**src/rtl/assert_macros.svh**
```systemverilog
// ----------------------------------------------------------------------------
// assert_macros.svh
// Assertion helpers shared by the frame slot manager RTL.
// ----------------------------------------------------------------------------
`ifndef ASSERT_MACROS_SVH
`define ASSERT_MACROS_SVH

// Clocked assertion, disabled while reset is asserted (active low).
`define FSLOT_ASSERT(label, clk, rst_n, prop, msg) \
    label: assert property (@(posedge clk) disable iff (!rst_n) (prop)) \
        else $error(msg);

// Same-cycle implication.
`define FSLOT_ASSERT_IMP(label, clk, rst_n, ante, cons, msg) \
    `FSLOT_ASSERT(label, clk, rst_n, (ante) |-> (cons), msg)

`endif

```
**src/rtl/fslot_pkg.sv**
```systemverilog
// ----------------------------------------------------------------------------
// fslot_pkg
// Types and constants of the frame slot manager.
// ----------------------------------------------------------------------------
package fslot_pkg;

    localparam int ACTION_W = 3;
    localparam int FDIM_W   = 16;
    localparam int SCALE_W  = 12;
    localparam int NUM_W    = 32;
    localparam int INDEX_W  = 4;

    typedef logic [NUM_W-1:0] t_num;

    localparam t_num NUM_MAX = {NUM_W{1'b1}};
    localparam t_num NUM_ONE = t_num'(1);

    typedef enum logic [ACTION_W-1:0] {
        ACT_SUBMIT  = 3'd0,
        ACT_ACQUIRE = 3'd1,
        ACT_RELEASE = 3'd2,
        ACT_QUERY   = 3'd3,
        ACT_CLEAR   = 3'd4
    } t_action;

    typedef struct packed {
        logic               found;
        logic [INDEX_W-1:0] index;
    } t_pick;

endpackage

```
**src/rtl/fslot_pick.sv**
```systemverilog
// ----------------------------------------------------------------------------
// fslot_pick
// Comparator tree: largest number among candidate slots, lowest index on ties.
// ----------------------------------------------------------------------------
module fslot_pick import fslot_pkg::*; #(
    parameter int N = 3
) (
    input  logic [N-1:0] i_cand,
    input  t_num         i_num [N],
    output t_pick        o_pick
);

    localparam int IW    = $clog2(N);
    localparam int LEAFS = 1 << IW;
    localparam int NODES = 2 * LEAFS - 1;

    logic          w_v   [NODES];
    t_num          w_num [NODES];
    logic [IW-1:0] w_idx [NODES];

    genvar g;

    generate
        for (g = 0; g < LEAFS; g++) begin : g_leaf
            if (g < N) begin : g_real
                assign w_v[LEAFS-1+g]   = i_cand[g];
                assign w_num[LEAFS-1+g] = i_num[g];
            end else begin : g_pad
                assign w_v[LEAFS-1+g]   = 1'b0;
                assign w_num[LEAFS-1+g] = '0;
            end
            assign w_idx[LEAFS-1+g] = IW'(g);
        end

        for (g = 0; g < LEAFS - 1; g++) begin : g_node
            logic w_take_r;
            // right child wins only when strictly larger
            assign w_take_r = w_v[2*g+2] &&
                              (!w_v[2*g+1] || (w_num[2*g+2] > w_num[2*g+1]));
            assign w_v[g]   = w_v[2*g+1] || w_v[2*g+2];
            assign w_num[g] = w_take_r ? w_num[2*g+2] : w_num[2*g+1];
            assign w_idx[g] = w_take_r ? w_idx[2*g+2] : w_idx[2*g+1];
        end
    endgenerate

    assign o_pick.found = w_v[0];
    assign o_pick.index = w_v[0] ? INDEX_W'(w_idx[0]) : '0;

endmodule

```
**src/rtl/frame_slot_manager_core.sv**
```systemverilog
// ----------------------------------------------------------------------------
// frame_slot_manager_core
// Bookkeeping for a small set of frame buffer slots (submit, acquire,
// release, query, clear).
// ----------------------------------------------------------------------------
// Usage:
//   Input channel i_valid / o_stall carries one request item: action and
//   the frame key (width, height, scale). Output channel o_valid / i_stall
//   returns exactly one item per request: o_found and o_slot_index.
//   An item is captured in the input register, then resolved against the
//   slot state by one pass of compare logic; state and the result register
//   update together when the item leaves the input register. Throughput
//   is one item per cycle while i_stall is low; the slot comparator tree
//   has depth ceil(log2(SLOTS)) of 32-bit compares.
//   While i_stall holds a pending result, one more item is taken into the
//   input register, then o_stall rises until the result is taken.
//   Reset empties all slots, drops every hold and sets the sequence counter
//   to one; slot keys are not reset and are only compared in filled slots.
// ----------------------------------------------------------------------------
`include "assert_macros.svh"

module frame_slot_manager_core import fslot_pkg::*; #(
    parameter int SLOTS = 3
) (
    input  logic               i_clk,
    input  logic               i_rst_n,
    input  logic               i_valid,
    output logic               o_stall,
    input  logic [ACTION_W-1:0] i_action,
    input  logic [FDIM_W-1:0]  i_frame_width,
    input  logic [FDIM_W-1:0]  i_frame_height,
    input  logic [SCALE_W-1:0] i_pixel_scale,
    output logic               o_valid,
    input  logic               i_stall,
    output logic               o_found,
    output logic [INDEX_W-1:0] o_slot_index
);

    localparam int IW = $clog2(SLOTS);

    logic                r_in_valid;
    logic [ACTION_W-1:0] r_in_action;
    logic [FDIM_W-1:0]   r_in_width;
    logic [FDIM_W-1:0]   r_in_height;
    logic [SCALE_W-1:0]  r_in_scale;

    t_num                r_num   [SLOTS];
    logic [SLOTS-1:0]    r_held;
    logic [FDIM_W-1:0]   r_width  [SLOTS];
    logic [FDIM_W-1:0]   r_height [SLOTS];
    logic [SCALE_W-1:0]  r_scale  [SLOTS];
    t_num                r_next;

    logic                r_out_valid;
    logic                r_out_found;
    logic [INDEX_W-1:0]  r_out_index;

    t_num                n_num [SLOTS];
    logic [SLOTS-1:0]    n_held;
    t_num                n_next;

    logic                w_accept;
    logic                w_adv;
    logic [SLOTS-1:0]    w_empty;
    logic [SLOTS-1:0]    w_free;
    logic [SLOTS-1:0]    w_match;
    t_num                w_inv_num [SLOTS];
    logic [IW-1:0]       w_free_idx;
    logic [IW-1:0]       w_rel_idx;
    t_pick               w_old;
    t_pick               w_new;
    logic                w_key_we;
    logic [IW-1:0]       w_key_idx;
    logic                w_res_found;
    logic [INDEX_W-1:0]  w_res_index;

    assign w_adv    = r_in_valid && (!r_out_valid || !i_stall);
    assign o_stall  = r_in_valid && r_out_valid && i_stall;
    assign w_accept = i_valid && !o_stall;

    always_comb begin
        for (int i = 0; i < SLOTS; i++) begin
            w_empty[i]   = (r_num[i] == '0);
            w_free[i]    = w_empty[i] && !r_held[i];
            w_inv_num[i] = ~r_num[i];
            w_match[i]   = !w_empty[i] && !r_held[i] &&
                           (r_width[i] == r_in_width) &&
                           (r_height[i] == r_in_height) &&
                           (r_scale[i] == r_in_scale);
        end
    end

    always_comb begin
        w_free_idx = '0;
        w_rel_idx  = '0;
        for (int i = SLOTS - 1; i >= 0; i--) begin
            if (w_free[i]) begin
                w_free_idx = IW'(i);
            end
            if (r_held[i]) begin
                w_rel_idx = IW'(i);
            end
        end
    end

    // oldest unheld slot: max of inverted numbers
    fslot_pick #(.N(SLOTS)) u_pick_old (
        .i_cand (~r_held),
        .i_num  (w_inv_num),
        .o_pick (w_old)
    );

    // newest matching slot
    fslot_pick #(.N(SLOTS)) u_pick_new (
        .i_cand (w_match),
        .i_num  (r_num),
        .o_pick (w_new)
    );

    always_comb begin
        n_num       = r_num;
        n_held      = r_held;
        n_next      = r_next;
        w_key_we    = 1'b0;
        w_key_idx   = '0;
        w_res_found = 1'b0;
        w_res_index = '0;
        case (r_in_action)
            ACT_SUBMIT: begin
                if ((|w_free) || w_old.found) begin
                    w_key_we  = 1'b1;
                    w_key_idx = (|w_free) ? w_free_idx : w_old.index[IW-1:0];
                    n_num[w_key_idx] = r_next;
                    if (r_next != NUM_MAX) begin
                        n_next = r_next + NUM_ONE;
                    end
                    w_res_found = 1'b1;
                    w_res_index = INDEX_W'(w_key_idx);
                end
            end
            ACT_ACQUIRE: begin
                if (w_new.found) begin
                    n_held[w_new.index[IW-1:0]] = 1'b1;
                end
                w_res_found = w_new.found;
                w_res_index = w_new.index;
            end
            ACT_RELEASE: begin
                if (|r_held) begin
                    n_held[w_rel_idx] = 1'b0;
                    w_res_found = 1'b1;
                    w_res_index = INDEX_W'(w_rel_idx);
                end
            end
            ACT_QUERY: begin
                w_res_found = |w_match;
            end
            ACT_CLEAR: begin
                for (int i = 0; i < SLOTS; i++) begin
                    n_num[i] = '0;
                end
                n_held = '0;
                n_next = NUM_ONE;
            end
            default: begin
            end
        endcase
    end

    always_ff @(posedge i_clk) begin
        if (!i_rst_n) begin
            r_in_valid <= 1'b0;
        end else if (w_accept) begin
            r_in_valid <= 1'b1;
        end else if (w_adv) begin
            r_in_valid <= 1'b0;
        end
    end

    always_ff @(posedge i_clk) begin
        if (w_accept) begin
            r_in_action <= i_action;
            r_in_width  <= i_frame_width;
            r_in_height <= i_frame_height;
            r_in_scale  <= i_pixel_scale;
        end
    end

    always_ff @(posedge i_clk) begin
        if (!i_rst_n) begin
            for (int i = 0; i < SLOTS; i++) begin
                r_num[i] <= '0;
            end
            r_held <= '0;
            r_next <= NUM_ONE;
        end else if (w_adv) begin
            r_num  <= n_num;
            r_held <= n_held;
            r_next <= n_next;
        end
    end

    always_ff @(posedge i_clk) begin
        if (w_adv && w_key_we) begin
            r_width[w_key_idx]  <= r_in_width;
            r_height[w_key_idx] <= r_in_height;
            r_scale[w_key_idx]  <= r_in_scale;
        end
    end

    always_ff @(posedge i_clk) begin
        if (!i_rst_n) begin
            r_out_valid <= 1'b0;
        end else if (w_adv) begin
            r_out_valid <= 1'b1;
        end else if (!i_stall) begin
            r_out_valid <= 1'b0;
        end
    end

    always_ff @(posedge i_clk) begin
        if (w_adv) begin
            r_out_found <= w_res_found;
            r_out_index <= w_res_index;
        end
    end

    assign o_valid      = r_out_valid;
    assign o_found      = r_out_found;
    assign o_slot_index = r_out_index;

    `FSLOT_ASSERT(a_held_not_empty, i_clk, i_rst_n, (r_held & w_empty) == '0, "held slot is empty")
    `FSLOT_ASSERT(a_next_nonzero, i_clk, i_rst_n, r_next != '0, "sequence counter reached zero")
    `FSLOT_ASSERT(a_clear_empties, i_clk, i_rst_n, (w_adv && r_in_action == ACT_CLEAR) |=> (r_held == '0 && r_next == NUM_ONE), "clear left state behind")
    `FSLOT_ASSERT_IMP(a_submit_found, i_clk, i_rst_n, w_adv && r_in_action == ACT_SUBMIT && r_held != {SLOTS{1'b1}}, w_res_found, "submit missed an unheld slot")

endmodule
```
**config.mk**
```make
export PLATFORM = sky130hd
export DESIGN_NAME = frame_slot_manager_core
export DESIGN_NICKNAME = d
export VERILOG_FILES = /design/src/rtl/fslot_pkg.sv /design/src/rtl/fslot_pick.sv /design/src/rtl/frame_slot_manager_core.sv
export VERILOG_INCLUDE_DIRS = /design/src /design/src/rtl
export SDC_FILE = /design/constraint.sdc
export NUM_CORES = 1
export LEC_CHECK = 0
export ABC_AREA = 0
export BUFFER_PORTS_ARGS = -buffer_cell sky130_fd_sc_hd__clkbuf_2
export CORE_MARGIN = 1
export CORE_UTILIZATION = 55
export CTS_CLUSTER_SIZE = 12
export DETAILED_ROUTE_END_ITERATION = 10
export GPL_TIMING_DRIVEN = 0
export HOLD_SLACK_MARGIN = 0.06
export MAX_ROUTING_LAYER = met4
export PLACE_DENSITY = 0.84
export RECOVER_POWER = 100
export SLEW_MARGIN = 20
export SYNTH_ARGS = -nofsm -noshare
export SYNTH_HDL_FRONTEND = slang
export SYNTH_SLANG_ARGS = --single-unit
```
**constraint.sdc**
```tcl
create_clock -name i_clk -period 17.8 [get_ports i_clk]
set_input_delay 1.78 -clock i_clk [delete_from_list [all_inputs] [get_ports i_clk]]
set_output_delay 1.78 -clock i_clk [all_outputs]
set_load 0.05 [all_outputs]
```
=== Yosys cells after proc, flatten, opt, wreduce, memory -nomap -nowiden ===
Memory sizes are Yosys's and may differ from the RTL's.
Cells that the tools add are included.

* Add/subtract/negate cells: 1
* Magnitude comparators: 10
* Eq/ne operators: 19
* Multiplexer cells: 45
* Bitwise logic cells: 8
* Reduce and logical (&&, ||, !) cells: 63

{| class="wikitable"
|+ Operator list
! cell !! number
|-
| $pmux 96 s2 || 1
|-
| $mux 32 || 5
|-
| $gt 32x32->1 || 4
|-
| $bwmux 96 || 1
|-
| $eq 16x16->1 || 6
|-
| $logic_not 32->1 || 3
|-
| $mux 96 || 1
|-
| $not 32->32 || 3
|-
| $demux 32 s2 || 1
|-
| $pmux 32 s2 || 1
|-
| $eq 12x12->1 || 3
|-
| $add 32x1->32 const B || 1
|-
| $ne 32x32->1 const B || 1
|-
| $mux 2 || 15
|-
| $logic_and 1x1->1 || 27
|-
| $logic_not 1->1 || 13
|-
| $mux 1 || 13
|-
| $pmux 4 s3 || 1
|-
| $logic_or 1x1->1 || 10
|-
| $pmux 3 s3 || 1
|-
| $reduce_or 3->1 || 3
|-
| $reduce_and 4->1 || 2
|-
| $eq 3x2->1 const B || 2
|-
| $lt 2x3->1 const B || 2
|-
| 18 further kinds || 26
|}

* Register bits: 185
* Bits in writable memories: 132
* Logic and storage cells: 162
* Memories: 3

{| class="wikitable"
|+ Memories
! memory !! words !! width !! rd ports !! clocked after memory_dff !! write ports !! RTL line !! RTL
|-
| r_height || 3 || 16 || 3 || 0 || 1 || frame_slot_manager_core.sv:50 || <nowiki>logic [FDIM_W-1:0] r_height [SLOTS];</nowiki>
|-
| r_width || 3 || 16 || 3 || 0 || 1 || frame_slot_manager_core.sv:49 || <nowiki>logic [FDIM_W-1:0] r_width [SLOTS];</nowiki>
|-
| r_scale || 3 || 12 || 3 || 0 || 1 || frame_slot_manager_core.sv:51 || <nowiki>logic [SCALE_W-1:0] r_scale [SLOTS];</nowiki>
|}

=== Logic depth before layout (Yosys ltp) ===
Gate-level depths: netlist of the first run.

* Depth after elaboration: 22
* Mapped depth: 21

=== By module ===
Synthesis of the first run repeated with hierarchy kept, for this count alone.

* Cells, all modules: 1,551
* Area total of the unflattened synthesis: 17,294.1 sq um

{| class="wikitable"
|+ By module, submodules not included
! module !! times used !! cells each !! area an instance (sq um)
|-
| frame_slot_manager_core || 1 || 1,067 || 13,344.0
|-
| fslot_pick (u_pick_new) || 1 || 243 || 1,981.9
|-
| fslot_pick (u_pick_old) || 1 || 241 || 1,968.1
|}

=== Worst setup path before layout of the first run ===
OpenSTA, ideal clock, no wires.

* Path kind: register -> register
* Start: register r_num[55] (netlist bit)
* End: memory r_height[0][0] (enable)
* Setup time: 0.526 ns
* Data arrival time: 7.335 ns
* Slack: 9.939 ns
* Cell stages (with the launch flop): 20
* Buffers on the path: 2
* Clock period less this slack: 7.861 ns
* Cell sequence: dfxtp_1 > inv_1 > ha_1 > a21oi_1 > a211oi_1 > or4_1 > a211o_1 > o21ai_1 > buf_2 > buf_1 > nand2_1 > o21ai_1 > ha_1 > a21o_1 > a221o_1 > a22oi_1 > o2111ai_1 > o21ai_1 > nor3_1 > a311oi_1

* Cells in the longest elaborated chain, start to end: 13
* Elaborated cells on any way between the ends: 25
* Those cells by class: order compare: 2; mux: 13; bitwise: 1; reduce/logical: 9

{| class="wikitable"
|+ Ends and longest elaborated chain
! element !! RTL line !! RTL
|-
| start: declaration || frame_slot_manager_core.sv:47 || <nowiki>t_num r_num [SLOTS];</nowiki>
|-
| start signal: assignment || frame_slot_manager_core.sv:197 || <nowiki>r_num <= n_num;</nowiki>
|-
| $not 32->32 || frame_slot_manager_core.sv:85 || <nowiki>w_inv_num[i] = ~r_num[i];</nowiki>
|-
| $gt 32x32->1 || fslot_pick.sv:39 || <nowiki>(!w_v[2*g+1] || (w_num[2*g+2] > w_num[2*g+1]));</nowiki>
|-
| $logic_or 1x1->1 || fslot_pick.sv:39 ||
|-
| $logic_and 1x1->1 || fslot_pick.sv:38 || <nowiki>assign w_take_r = w_v[2*g+2] &&</nowiki>
|-
| $mux 32 || fslot_pick.sv:41 || <nowiki>assign w_num[g] = w_take_r ? w_num[2*g+2] : w_num[2*g+1];</nowiki>
|-
| $gt 32x32->1 || fslot_pick.sv:39 ||
|-
| $logic_or 1x1->1 || fslot_pick.sv:39 ||
|-
| $logic_and 1x1->1 || fslot_pick.sv:38 ||
|-
| $mux 2 || fslot_pick.sv:42 || <nowiki>assign w_idx[g] = w_take_r ? w_idx[2*g+2] : w_idx[2*g+1];</nowiki>
|-
| $mux 2 || fslot_pick.sv:47 || <nowiki>assign o_pick.index = w_v[0] ? INDEX_W'(w_idx[0]) : '0;</nowiki>
|-
| $mux 2 || frame_slot_manager_core.sv:132 || <nowiki>w_key_idx = (|w_free) ? w_free_idx : w_old.index[IW-1:0];</nowiki>
|-
| $mux 2 || frame_slot_manager_core.sv:130 || <nowiki>if ((|w_free) || w_old.found) begin</nowiki>
|-
| $mux 2 || frame_slot_manager_core.sv:128 || <nowiki>case (r_in_action)</nowiki>
|-
| end: declaration || frame_slot_manager_core.sv:50 ||
|}

Several ways; a longest one is shown, not always the timed one.

=== Worst setup path in the final report of the first run ===
* Start: register r_num[61] (netlist bit)
* End: memory r_scale[0][9] (enable)

* Cells in the longest elaborated chain, start to end: 13
* Elaborated cells on any way between the ends: 25
* Those cells by class: order compare: 2; mux: 13; bitwise: 1; reduce/logical: 9

{| class="wikitable"
|+ Ends and longest elaborated chain
! element !! RTL line
|-
| $not 32->32 || frame_slot_manager_core.sv:85
|-
| $gt 32x32->1 || fslot_pick.sv:39
|-
| $logic_or 1x1->1 || fslot_pick.sv:39
|-
| $logic_and 1x1->1 || fslot_pick.sv:38
|-
| $mux 32 || fslot_pick.sv:41
|-
| $gt 32x32->1 || fslot_pick.sv:39
|-
| $logic_or 1x1->1 || fslot_pick.sv:39
|-
| $logic_and 1x1->1 || fslot_pick.sv:38
|-
| $mux 2 || fslot_pick.sv:42
|-
| $mux 2 || fslot_pick.sv:47
|-
| $mux 2 || frame_slot_manager_core.sv:132
|-
| $mux 2 || frame_slot_manager_core.sv:130
|-
| $mux 2 || frame_slot_manager_core.sv:128
|-
| end: declaration || frame_slot_manager_core.sv:51
|}

Several ways; a longest one is shown, not always the timed one.

==> impl_metrics.json, run 1 <==
{
  "status": "finished, violations left",
  "violations": "capacitance limit, slew limit",
  "postSynthCellCount": 1519,
  "grt_pass1_wl_um": 63700,
  "drc": 0,
  "synth-seq-cells": 315,
  "cts.sinks": 315,
  "ctsHoldBuffers": 0,
  "detailed_place.area_sq_um": 17100,
  "layout_common_cells": "edfxtp_1 (182), dfxtp_1 (133), ha_1 (129)",
  "dp_cells": 1968,
  "drive_gt1_share_pct": 7.05,
  "num-fill-cells": 2315,
  "hp-class": "reg -> reg",
  "hold_slack_ps": 521,
  "die_w_um": 174,
  "cts-buffers-inserted": 34,
  "crit_slowest_cell": "a311oi_1",
  "setup_ws_ps": 9270,
  "finalSetupViolCount": 0,
  "irDropWorstVdd_uv": 99.5,
  "dr.pass1.iters": 7,
  "fp.dieH_um": 174,
  "clk_pin_slew_ps": 50,
  "crit_path_cell_trace": "inv_1, ha_1, nand4_1, nor4_1, and4b_1, a21oi_1, o21ai_0, clkbuf_1, clkbuf_1, nand2_1, o21ai_0, ha_1, a21oi_1, nor2_1, a211oi_1, o2111ai_1, o21ai_0, nor3_1, a311oi_1, clkbuf_1, clkbuf_1",
  "multi_input_area_sq_um": 7400,
  "overflow": 0,
  "maxCapViolCount": 4,
  "die-area_sq_um": 30200,
  "track_usage_pct": 28.1,
  "cp-start-kind": "flop",
  "rsz0062_at_grt": "false",
  "utilization_pct": 62.7,
  "ctsResizeCount": 0,
  "final_area_sq_um": 18100,
  "wl_per_cell_um": 20.5,
  "total_power_mw": 1.54,
  "cts-root-buf": "clkbuf_16",
  "first_iter_violations": 834,
  "synth-edff-count": 182,
  "fin_crit_sh_pct": 47.9,
  "end_kind": "flop",
  "slew_violations": 72,
  "synth-xor-area-share_pct": 7.83,
  "cts_tree": "done",
  "h-tree-depth": 2,
  "floorplan.initialDensity_pct": 56.2,
  "layoutNonFillerInstCount": 2030,
  "row_count": 62,
  "max_slew.worst_pin.slew_ps": 2070,
  "dp_slack_ps": 11180,
  "grt_max_degree": 31,
  "finClkSkew_ps": 20.2,
  "slew-limit-headroom_pct": -39.2,
  "setup_tns_ps": 0,
  "path_class": "reg -> reg",
  "fmax_mhz": 117,
  "yosysWarnings": 0,
  "viasPerCell": 6.04,
  "drtAntennaViolNets": 0,
  "cpPeakStageDelay_ps": 1400,
  "seqCellArea_sq_um": 8130,
  "synthMuxAreaShare_pct": 0.193,
  "io_buffers": 54,
  "totalWireLength_um": 41600,
  "final_net_count": 1800,
  "fp.coreArea_sq_um": 28900,
  "final_common_cell": "edfxtp_1",
  "dp_hpwl_um": 32500,
  "netlist_area_sq_um": 16200,
  "cts_setup_buffers": 0,
  "insertion_delay_ps": 530,
  "area_growth_syn_to_layout_pct": 11.5,
  "clockBufferDepth": 3,
  "synthAdderAreaFrac_pct": 9.95,
  "io_pins": 58,
  "vias": 12300,
  "period_minus_slack_ps": 8530,
  "gp_congestion": 0.987,
  "antenna_found_initial": 1,
  "cp.arrival_ps": 8680,
  "synth_seq_area_share_pct": 50.1,
  "synth.distinct_cells": 76,
  "synth_compound_area_share_pct": 13.8,
  "syn_avg_cell_area_sq_um": 10.7,
  "grt_pass1_vias": 12000,
  "path_max_fanout": 12,
  "p_per_area_nw_per_um2": 85.3,
  "yosys.area_share.simple_pct": 13.9,
  "crit_top_cell": "clkbuf_1",
  "p_leak_nw": 6.60,
  "ys.flop_type": "edfxtp_1",
  "synth_top_family_by_area": "simple AND/OR/NAND/NOR gates",
  "required_ps": 17960,
  "synthArstFlopShare_pct": 0,
  "hold_violations": 0
}
==> cells in the mapped netlist (4+ instances only) <==
cell / n / area (sq um)
edfxtp_1: 182 / 5470
dfxtp_1: 133 / 2660
ha_1: 129 / 1610
inv_1: 111 / 417
xor2_1: 110 / 963
nand2_1: 88 / 330
a21oi_1: 87 / 435
nor2_1: 82 / 308
a22o_1: 64 / 561
nor4_1: 62 / 388
nand3_1: 57 / 285
o21ai_1: 44 / 220
nand4_1: 43 / 269
clkbuf_1: 41 / 154
xnor2_1: 35 / 307
o31ai_1: 34 / 255
o21ai_0: 22 / 110
a21o_1: 17 / 128
nor3_1: 14 / 70.1
nor2b_1: 10 / 62.6
or3_1: 10 / 62.6
and3_1: 9 / 56.3
and4_1: 9 / 78.8
a211oi_1: 7 / 52.6
a31oi_1: 7 / 43.8
and2_1: 7 / 43.8
buf_1: 7 / 26.3
nand2b_1: 6 / 37.5
buf_2: 5 / 25.0
o211ai_1: 5 / 37.5
o21a_1: 5 / 37.5
buf_4: 4 / 30.0
nor4_2: 4 / 50.1
==> sequential cells by signal, summed over array words and instances, names as in the netlist, 2 cells and up <==
name	cells
o_slot_index	2
r_scale	36
r_width	48
r_in_scale	12
r_height	48
r_num	96
r_next	32
r_in_action	3
r_held	3
r_in_height	16
r_in_width	16
==> cell families (layout without fill, tap and decap cells) <==
group                    Yosys count  after routing
buffers and inverters            172            297
AND/OR/NAND/NOR                  424            424
multiplexers                       3              3
XOR/XNOR                         145            145
AO/OA/AOI/OAI                    330            330
flip-flops                       315            315
adder cells (fa/ha/maj)          129            129
other                              1              3
==> routing by layer <==
metal / vias up / global-route usage, % / wire length [um]
met4: 0 / 11.7 / 1760
li1: 5830 / - / -
met5: - / - / 0
met2: 470 / 48.6 / 20700
met3: 109 / 3.29 / 2450
met1: 5862 / 33.2 / 16700
==> worst paths after layout <==
| path | startpoint | cells after the start | endpoint | slack [ps] |
|---|---|---|---|---|
| setup / recovery | r_num[61] | 21 | r_scale[0][9] | 9270 |
| hold / removal | r_num[4] | 2 | r_num[4] | 520 |
| setup reg to reg | r_num[61] | 21 | r_scale[0][9] | 9270 |
| hold reg to reg | r_num[4] | 2 | r_num[4] | 520 |
==> final cells by class <==
type                       instances  share of cell area (%)
sequential                       315                    44.9
tap                              384                    2.66
timing repair buffer              64                    1.65
clock inverter                     3                   0.346
buffer                            60                    1.44
antenna                            1                  0.0138
inverter                         112                    2.32
multi-input combinational       1033                    40.9
clock buffer                      58                    5.71
==> where the power goes <==
| group | switching (mW) | internal (mW) |
|---|---|---|
| logic | 0.0390 | 0.0198 |
| registers | 0.0154 | 0.780 |
| clock network | 0.278 | 0.410 |
| total | 0.332 | 1.21 |
==> critical path: cells and delay by family (launching register included) <==
family,cells,cell delay [ps]
flops,1,420
buf+inv,5,2170
fa+ha+maj,2,610
simple gates,6,1560
compound gates,8,3390
No activity file was read; power rests on OpenSTA's default activity.
==> run 2: changes to the inputs <==
--- a/config.mk
+++ b/config.mk
@@ -15,7 +15,7 @@
 export GPL_TIMING_DRIVEN = 0
 export HOLD_SLACK_MARGIN = 0.06
 export MAX_ROUTING_LAYER = met4
-export PLACE_DENSITY = 0.84
+export PLACE_DENSITY = 0.87
 export RECOVER_POWER = 100
 export SLEW_MARGIN = 20
 export SYNTH_ARGS = -nofsm -noshare
==> constraint.sdc (replaced) <==
create_clock -name i_clk -period 7.5 [get_ports i_clk]
set_input_delay 0.75 -clock i_clk [delete_from_list [all_inputs] [get_ports i_clk]]
set_output_delay 0.75 -clock i_clk [all_outputs]
set_load 0.05 [all_outputs]
==> run 2 against run 1 <==
Against the previous run: the run still ends with capacitance limit, slew limit left; die area unchanged; non-clock buffer count decreased by 2; sequential cell count unchanged; maximum frequency increased by 22%; first-iteration DRC count increased by 24%; final cell count decreased by 0.15%; critical path type unchanged; critical endpoint is now r_width[0][7]; highest routed layer unchanged.
==> impl_metrics.json, run 2 (synthesized netlist as in run 1, its figures left out) <==
{
  "seqCellArea_sq_um": 8130,
  "h-tree-depth": 2,
  "fp.coreArea_sq_um": 28900,
  "finClkSkew_ps": 22.8,
  "largest_reg_flops": 96,
  "hold_violations": 0,
  "path_class": "reg -> reg",
  "p_per_area_nw_per_um2": 204,
  "ctsResizeCount": 0,
  "fmax_mhz": 143,
  "r2r_slack_ps": 480,
  "totalWireLength_um": 41700,
  "clk_pin_slew_ps": 60,
  "ctsHoldBuffers": 0,
  "io_buffers": 54,
  "fp.dieH_um": 174,
  "gp_congestion": 1.00,
  "final_common_cell": "edfxtp_1",
  "antennaDiodeCount": 0,
  "path_max_fanout": 15,
  "insertion_delay_ps": 520,
  "die_w_um": 174,
  "final_area_sq_um": 18200,
  "grt_pass1_wl_um": 64600,
  "utilization_pct": 63.1,
  "cp-start-kind": "flop",
  "hold_slack_ps": 405,
  "maxCapViolCount": 2,
  "num-fill-cells": 2259,
  "hp-class": "in -> reg",
  "p_leak_nw": 6.66,
  "rsz0062_at_grt": "false",
  "viasPerCell": 6.08,
  "clockBufferDepth": 3,
  "track_usage_pct": 28.4,
  "floorplan.initialDensity_pct": 56.2,
  "status": "finished, violations left",
  "dp_hpwl_um": 32000,
  "required_ps": 7660,
  "detailed_place.area_sq_um": 17100,
  "reg_top3": "r_num (96), r_height (48), r_width (48)",
  "row_count": 62,
  "period_minus_slack_ps": 7020,
  "end_kind": "flop",
  "final_net_count": 1799,
  "slew-limit-headroom_pct": -6.17,
  "overflow": 0,
  "violations": "capacitance limit, slew limit",
  "max_slew.worst_pin.slew_ps": 1590,
  "cts_tree": "done",
  "layout_common_cells": "edfxtp_1 (182), dfxtp_1 (133), ha_1 (129)",
  "drtAntennaViolNets": 0,
  "grt_pass1_vias": 12100,
  "dr.pass1.iters": 5,
  "slew_violations": 50,
  "irDropWorstVdd_uv": 214,
  "antenna_found_initial": 0,
  "cts.sinks": 315,
  "cts_setup_buffers": 0,
  "finalSetupViolCount": 0,
  "drc": 0,
  "grt_max_degree": 33,
  "io_pins": 58,
  "cts-root-buf": "clkbuf_16",
  "drive_gt1_share_pct": 7.91,
  "cp.arrival_ps": 7180,
  "fin_crit_sh_pct": 93.5,
  "vias": 12300,
  "die-area_sq_um": 30200,
  "multi_input_area_sq_um": 7420,
  "wl_per_cell_um": 20.6,
  "area_growth_syn_to_layout_pct": 12.2,
  "first_iter_violations": 1037,
  "cts-buffers-inserted": 35,
  "top_register": "r_num"
}
-- run 2: changes by cell type in the layout (fill, tap and decap cells not counted), moves of 3 or more --
cell      delta
buf_8        +3
clkinv_1     +3
clkinv_2     +3
clkbuf_1    -15
clkbuf_8     -6
-- run 2: power by group --
| group | leakage [nW] | total, mW | switching, mW | internal, mW |
|---|---|---|---|---|
| combinational | 3.37 | 0.142 | 0.0940 | 0.0476 |
| clock | 0.551 | 1.68 | 0.664 | 1.02 |
| sequential | 2.75 | 1.89 | 0.0361 | 1.85 |
| total | 6.66 | 3.71 | 0.794 | 2.92 |
-- run 2: stage by stage --
stage | setup TNS [ps] | setup slack (ps) | total power [mW] | std cells
floorplan | 0 | 1160 | 2.00 | 1520
global placement | -63370 | -828 | 2.06 | 1958
detailed placement | 0 | 899 | 2.06 | 1966
CTS | 0 | 882 | 3.73 | 2027
global route | 0 | 305 | 3.81 | 2027
finish | 0 | 485 | 3.71 | 2027
-- run 2: per-layer routing --
layer	track usage, %	part of all wire [%]
met1	34.7	41
met2	47.7	49
met3	3.75	6.3
met4	11.0	3.8
met5	-	0
-- run 2: path summary, 6_finish.rpt --
check                    from            end  depth (start not counted)
max                 r_num[63]  r_width[0][7]                         20
min          i_frame_width[9]  r_in_width[9]                          1
max reg2reg         r_num[63]  r_width[0][7]                         20
min reg2reg        r_in_valid        o_valid                          2
-- run 2: critical path, cell delays in order (launching register included) --
cell and delay, ps:
dfxtp_1 400, inv_1 100, ha_1 340, nand4_1 240, nor4_1 620, and4b_1 380, a21oi_1 150, o21ai_0 140
buf_2 290, clkbuf_1 470, nand2_1 120, o21ai_0 110, ha_1 190, nand4_1 150, nor4_1 700, a22oi_1 200
o2111ai_1 200, o21ai_1 320, a21o_1 320, a311oi_2 730, clkbuf_2 480
-- run 2: layout make-up --
class                           count  share of cell area (%)
Sequential cell                   315                    44.7
Multi-Input combinational cell   1033                    40.8
Clock buffer                       49                    5.39
Tap cell                          384                    2.64
Inverter                          112                    2.31
Timing Repair Buffer               62                    1.97
Buffer                             60                    1.44
Clock inverter                     12                   0.825
==> run 3: changes to the inputs <==
--- a/config.mk
+++ b/config.mk
@@ -9,13 +9,13 @@
 export ABC_AREA = 0
 export BUFFER_PORTS_ARGS = -buffer_cell sky130_fd_sc_hd__clkbuf_2
 export CORE_MARGIN = 1
-export CORE_UTILIZATION = 55
+export CORE_UTILIZATION = 57
 export CTS_CLUSTER_SIZE = 12
 export DETAILED_ROUTE_END_ITERATION = 10
 export GPL_TIMING_DRIVEN = 0
 export HOLD_SLACK_MARGIN = 0.06
 export MAX_ROUTING_LAYER = met4
-export PLACE_DENSITY = 0.87
+export PLACE_DENSITY = 0.89
 export RECOVER_POWER = 100
 export SLEW_MARGIN = 20
 export SYNTH_ARGS = -nofsm -noshare
==> run 3 against run 2 <==
Against the previous run: non-clock buffer count up 1; worst hold slack worse by 1.2 ps; sequential power about the same; critical endpoint is now r_width[0][15]; register-to-register slack worse by 110 ps; critical path type unchanged; sequential cell count unchanged; the flow still finishes with violations (capacitance limit, slew limit); critical path depth up 1; global-route usage up 1.2 points.
==> impl_metrics.json, run 3 (synthesized netlist as in run 1, its figures left out) <==
{
  "period_minus_slack_ps": 7120,
  "fmax_mhz": 140,
  "cts_tree": "done",
  "grt_pass1_wl_um": 63700,
  "ctsResizeCount": 0,
  "cp-start-kind": "flop",
  "cts.sinks": 315,
  "overflow": 0,
  "final_common_cell": "edfxtp_1",
  "vias": 12600,
  "final_area_sq_um": 18100,
  "dr.pass1.iters": 5,
  "slew_violations": 50,
  "path_class": "reg -> reg",
  "hold_slack_ps": 404,
  "largest_reg_flops": 96,
  "die_w_um": 171,
  "antenna_found_initial": 1,
  "cts-root-buf": "clkbuf_16",
  "insertion_delay_ps": 520,
  "hp-class": "in -> reg",
  "reg_top3": "r_num (96), r_height (48), r_width (48)",
  "cp.arrival_ps": 7340,
  "setup_tns_ps": 0,
  "required_ps": 7710,
  "hold_violations": 0,
  "area_growth_syn_to_layout_pct": 11.8,
  "violations": "capacitance limit, slew limit",
  "ctsHoldBuffers": 0,
  "grt_pass1_vias": 11900,
  "floorplan.initialDensity_pct": 58.2,
  "slew-limit-headroom_pct": -11.5,
  "wl_per_cell_um": 20.4,
  "h-tree-depth": 2,
  "drtAntennaViolNets": 0,
  "fin_crit_sh_pct": 95.0,
  "num-fill-cells": 2082,
  "cts_setup_buffers": 0,
  "status": "finished, violations left",
  "path_max_fanout": 14,
  "fp.dieH_um": 171,
  "p_per_area_nw_per_um2": 201,
  "p_leak_nw": 6.64,
  "fp.coreArea_sq_um": 27900,
  "drc": 0,
  "first_iter_violations": 1216,
  "layout_common_cells": "edfxtp_1 (182), dfxtp_1 (133), ha_1 (129)",
  "totalWireLength_um": 41400,
  "finClkSkew_ps": 17.8,
  "irDropWorstVdd_uv": 260,
  "drive_gt1_share_pct": 7.84,
  "clockBufferDepth": 3,
  "top_register": "r_num",
  "rsz0062_at_grt": "false",
  "max_slew.worst_pin.slew_ps": 1670,
  "detailed_place.area_sq_um": 17200,
  "finalSetupViolCount": 0,
  "total_power_mw": 3.64,
  "io_pins": 58,
  "dp_hpwl_um": 31300,
  "clk_pin_slew_ps": 60,
  "end_kind": "flop",
  "track_usage_pct": 29.6,
  "die-area_sq_um": 29100,
  "final_net_count": 1800,
  "cts-buffers-inserted": 35,
  "maxCapViolCount": 2,
  "io_buffers": 54,
  "gp_congestion": 1.02,
  "row_count": 61,
  "viasPerCell": 6.20,
  "grt_max_degree": 34
}
==> run 3: critical path, cell delays in order, from the launching register on <==
cell and delay [ps]:
dfxtp_1 420, inv_1 110, ha_1 340, nand4_1 240, nor4_1 780, and4b_1 430, a21oi_1 170, o21ai_0 140
buf_2 300, clkbuf_1 480, nand2_1 100, o21ai_0 100, ha_1 180, nand4_1 150, nor4_1 600, a22oi_1 190
o2111ai_1 190, o21ai_1 300, a21o_1 290, a311oi_2 790, buf_6 290, buf_6 200
==> run 3: power by group <==
part / switching, mW / internal, mW / leakage, nW
clock: 0.672 / 0.937 / 0.515
sequential: 0.0365 / 1.85 / 2.75
combinational: 0.0958 / 0.0480 / 3.37
==> run 3: worst paths after layout <==
kind	startpoint	end	slack [ps]	depth (start not counted)
worst max register to register	r_num[63]	r_width[0][15]	380	21
worst min register to register	r_num[28]	r_num[28]	520	2
worst max-delay path	r_num[63]	r_width[0][15]	380	21
worst min-delay path	i_pixel_scale[1]	r_in_scale[1]	400	1
==> run 3: metal layers <==
metal  global-route usage [%]  wire [um]  up-vias
met1                     35.8      16500     5987
met4                     13.9       2010        0
met5                        -          0        -
met3                     4.09       2910      144
li1                         -          -     5823
met2                     48.9      20000      604
==> run 3: cell type report <==
cell class / count / area (sq um) / area share (%)
inverters: 112 / 420 / 2.32
repair buffers: 63 / 357 / 1.97
clock inverters: 9 / 87.6 / 0.483
well taps: 378 / 473 / 2.61
plain buffers: 60 / 262 / 1.44
flip-flops and latches: 315 / 8130 / 44.8
clock buffers: 54 / 977 / 5.39
multi-input cells: 1033 / 7430 / 41.0
diodes: 1 / 2.50 / 0.0138
==> run 3: per-stage QoR <==
| step | std cells | utilization (%) | setup WS, ps |
|---|---|---|---|
| after global placement | 1952 | 61.0 | -1050 |
| final | 2025 | 65.1 | 378 |
| after global routing | 2025 | 65.1 | 239 |
| after CTS | 2024 | 65.4 | 785 |
| after detailed placement | 1961 | 61.6 | 845 |
| after floorplan | 1520 | - | 1160 |
